`config.mk`:
```
export PLATFORM = sky130hd
export DESIGN_NAME = cst_front
export DESIGN_NICKNAME = d
export VERILOG_FILES = /design/src/hdl/cst_pkg.sv /design/src/hdl/cst_front.sv
export SDC_FILE = /design/constraint.sdc
export NUM_CORES = 1
export LEC_CHECK = 0
export ABC_AREA = 1
export ABC_CLOCK_PERIOD_IN_PS = 13100
export BUFFER_PORTS_ARGS = -buffer_cell sky130_fd_sc_hd__clkbuf_2
export CAP_MARGIN = 25
export CORE_UTILIZATION = 56
export DETAILED_ROUTE_END_ITERATION = 12
export HOLD_SLACK_MARGIN = 0.05
export PLACE_DENSITY = 0.84
export REMOVE_ABC_BUFFERS = 1
export SYNTH_ARGS = -nofsm -noshare
export SYNTH_HDL_FRONTEND = slang
export SYNTH_SLANG_ARGS = --single-unit
```
`constraint.sdc`:
```
create_clock -name clk -period 13.1 [get_ports clk]
set_input_delay 1.965 -clock clk [delete_from_list [all_inputs] [get_ports clk]]
set_output_delay 1.965 -clock clk [all_outputs]
set_load 0.02 [all_outputs]
```
`src/hdl/cst_pkg.sv`:
```
// Package for the connection state table: operation and status codes, entry layout.
// No dependencies.
package cst_pkg;
	typedef enum logic [1:0] {
		OP_SET = 2'd0,
		OP_GET = 2'd1,
		OP_DEL = 2'd2,
		OP_NOP = 2'd3
	} op_t;

	typedef enum logic [1:0] {
		ST_DONE      = 2'd0,
		ST_NOT_FOUND = 2'd1,
		ST_FULL      = 2'd2
	} status_t;

	localparam int KEY_W   = 96;
	localparam int STATE_W = 4;

	typedef struct packed {
		logic [31:0] src_addr;
		logic [15:0] src_port;
		logic [31:0] dst_addr;
		logic [15:0] dst_port;
	} key_t;

	typedef struct packed {
		op_t                  op;
		key_t                 key;
		logic [STATE_W-1:0]   new_state;
		logic [31:0]          sum;
	} req_t;
endpackage

```
`src/hdl/cst_front.sv`:
```
// Front part: holds captured requests in a two-entry queue; the key sum is computed at the top level.
// Depends on cst_pkg.
module cst_front import cst_pkg::*; (
	input  logic clk,
	input  logic arst_n,
	input  logic push,
	input  req_t push_req,
	input  logic pop,
	output logic empty,
	output logic full,
	output req_t head
);
	req_t mem_q [2];
	logic       wp_q, rp_q;
	logic [1:0] cnt_q;

	assign empty = (cnt_q == 2'd0);
	assign full  = (cnt_q == 2'd2);
	assign head  = mem_q[rp_q];

	always_ff @(posedge clk) begin
		if (push)
			mem_q[wp_q] <= push_req;
	end

	always_ff @(posedge clk or negedge arst_n) begin
		if (!arst_n) begin
			wp_q  <= 1'b0;
			rp_q  <= 1'b0;
			cnt_q <= 2'd0;
		end else begin
			if (push)
				wp_q <= ~wp_q;
			if (pop)
				rp_q <= ~rp_q;
			cnt_q <= cnt_q + {1'b0, push} - {1'b0, pop};
		end
	end
endmodule

```
==> out/results.tsv <==
stage	metric	value	unit
power	power_leakage	5.45	nW
yosys	synth-edff-count	268	
timing	finalSetupTns	0	ns
yosys	ys_seq_area_share	78.7	%
timing	period_minus_slack	4.93	ns
die	num_rows	49	
clock_tree	clock_latency	0.51	ns
worst_setup_path	worstReg2RegEnd	mem_q[0][90]$_DFFE_PP_	
yosys	avgSynthCellArea	14.3	sq um
detailed_routing	dr.pass1.iters	4	
clock_tree	cts-root-buf	clkbuf_16	
worst_setup_path	crit_required	11.14	ns
clock_tree	cts_tree	yes	
yosys	synth_top_area_share	77.7	%
detailed_routing	routedWlPerCell	15.6	um
timing	fin_crit_sh	37.6	%
cells_and_area	nNetsFinal	1143	
timing	hold_viol	0	
cells_and_area	multi_input_area	0.00139	sq mm
clock_tree	cts_setup_buffers	0	
yosys	async_flop_share	1.47	%
die	ioPinCount	274	
detailed_routing	via_per_inst	4.93	
clock_tree	cts_made_buffers	27	
placement	hpwlAfterDp	12900	um
die	coreArea	0.0180	sq mm
yosys	synth.cell_area	0.0104	sq mm
clock_tree	clkTransAtPathRegs	0.06	ns
worst_setup_path	endpoint_kind	output pin	
die	die_w	138	um
worst_setup_path	arrival	2.96	ns
detailed_routing	ant_nets	0	
placement	dp_worst_setup_slack	8.71	ns
job	cap_violations	0	
cells_and_area	fin_util	70.0	%
worst_setup_path	cp-start-kind	register	
yosys	synth_cell_types	14	
worst_setup_path	crit_type	reg2out	
clock_tree	cts_resized	0	
timing	max_freq	203	MHz
timing	rsz0062_at_grt	no	
global_routing	grt_overflow_total	0	
yosys	synth_most_common_cell	edfxtp_1	
global_routing	grt_pass1_wl	28600	um
yosys	ys_top_cells_by_count	edfxtp_1, inv_1, nand2_1, o21ai_0, o21ai_1	
clock_tree	htreeDepth	1	
worst_setup_path	endpoint	head[40]	
placement	gp_congestion	0.757	
timing	setup_violations	0	
clock_tree	holdBufCountCts	0	
clock_tree	clock_path_buffers	3	
outcome	outcome	finished, final reports clean	
power	ir_drop	0.164	mV
worst_setup_path	crit_fanout	93	
placement	port_buffers	273	
timing	tightest_slew	0.933	ns
yosys	yosysWarningCount	0	
detailed_routing	route.detailed.drc	0	
global_routing	grt_antenna_before_repair	0	
global_routing	grt_pass1_vias	6054	
min_path	hold_class	reg2reg	
detailed_routing	num_vias	6172	
worst_setup_path	rrSetupSlack	10.86	ns
timing	slew_viol_final	0	
yosys	synthCells	725	
detailed_routing	drt-total-wl	19600	um
cells_and_area	design_area	0.0126	sq mm
die	die_area	0.0190	sq mm
placement	dpl_cell_area	0.0118	sq mm
yosys	synth_area_leader_cell	edfxtp_1	
yosys	yosys-top-cells-area	edfxtp_1, inv_1, nand2_1, o21ai_2, o21ai_0	
cells_and_area	diodes	0	
worst_setup_path	critPathLaunch	rp_q$_DFFE_PN0P_	
timing	final.setup_skew	0.0150	ns
die	fp.dieH	138	um
clock_tree	clkSinkCount	272	
worst_setup_path	r2r_cells	2	
timing	holdWs	0.555	ns
worst_setup_path	r2r-start	wp_q$_DFFE_PN0P_	
timing	slew_headroom	37.8	%
detailed_routing	drtIter0Drc	293	
cells_and_area	fill_cells	1204	
die	initial_core_util	57.4	%
timing	setup_ws	8.17	ns
global_routing	grt_max_degree	94	
cells_and_area	drive_above_1_share	33.9	%
global_routing	grt.total_usage	19.8	%
power	powerDensity	230	mW/mm^2
yosys	synth_ff_type	edfxtp_1	
cells_and_area	syn2layout_area_growth	21.8	%
yosys	synth_seq_cells	272	
cells_and_area	seq_area	0.00815	sq mm
-- sequential cells by signal (all words and copies together) (netlist names) --
signal	flops
cnt_q	2
rp_q	1
mem_q	268
wp_q	1
-- kinds of logic after synthesis --
group / count (synthesis) / synth area share (%)
flops: 272 / 78.7
buf+inv: 171 / 7.90
simple gates: 144 / 5.23
compound gates: 134 / 7.75
xor+xnor: 2 / 0.169
fa+ha+maj: 2 / 0.242
-- metrics by stage --
step	instances	total power (W)
6_report	1252	0.00290
5_1_grt	1252	0.00305
4_1_cts	1251	0.00292
3_5_place_dp	1202	0.00221
3_3_place_gp	1202	0.00217
2_1_floorplan	695	0.00192
-- final cells by class --
type	count	share of cell area (%)
Tap cell	229	2.27
Clock inverter	13	0.814
Sequential cell	272	64.6
Multi-Input combinational cell	282	11.1
Inverter	141	4.24
Clock buffer	36	5.63
Timing Repair Buffer	279	11.4
-- placed cells by master, fill, tap and decap left out, drive strengths merged --
cell and count:
inv 141, dfrtp 4, clkbuf 309, edfxtp 268, bufinv 2, ha 2, buf 6, o21ai 134
clkinv 11, nor2 3, xor2 2, nand3 1, nand2 140
-- how the worst min path moves through the flow --
| stage | startpoint | to | slack [ns] | cells past startpoint |
|---|---|---|---|---|
| CTS | wp_q$_DFFE_PN0P_ | wp_q$_DFFE_PN0P_ | 0.55 | 1 |
| floorplan | wp_q$_DFFE_PN0P_ | wp_q$_DFFE_PN0P_ | 0.46 | 1 |
| finish | wp_q$_DFFE_PN0P_ | wp_q$_DFFE_PN0P_ | 0.56 | 1 |
| global route | wp_q$_DFFE_PN0P_ | wp_q$_DFFE_PN0P_ | 0.56 | 1 |
| global placement | wp_q$_DFFE_PN0P_ | wp_q$_DFFE_PN0P_ | 0.53 | 1 |
| detailed placement | wp_q$_DFFE_PN0P_ | wp_q$_DFFE_PN0P_ | 0.54 | 1 |
-- worst max-delay path, cell delays in order (launching register included) --
cell      delay, ns
dfrtp_4        1.00
buf_4          0.85
nand2_1        0.14
o21ai_0        0.17
clkbuf_2       0.23
-- routing by layer --
layer / vias to the layer above / routed length (um) / part of all wire, % / GRT usage (%)
li1: 3023 / - / - / -
met1: 2876 / 7280 / 37 / 21.8
met2: 225 / 10200 / 52 / 35.9
met3: 48 / 1420 / 7.2 / 5.12
met4: 0 / 645 / 3.3 / 8.57
met5: - / 0 / 0 / 0
-- power by group --
group | internal (W) | switching (W) | total, W
Clock | 0.000416 | 0.000291 | 0.000707
Combinational | 0.000271 | 0.000685 | 0.000955
Sequential | 0.00116 | 0.0000782 | 0.00123
Total | 0.00184 | 0.00105 | 0.00290
(Power assumes the default switching activity.)
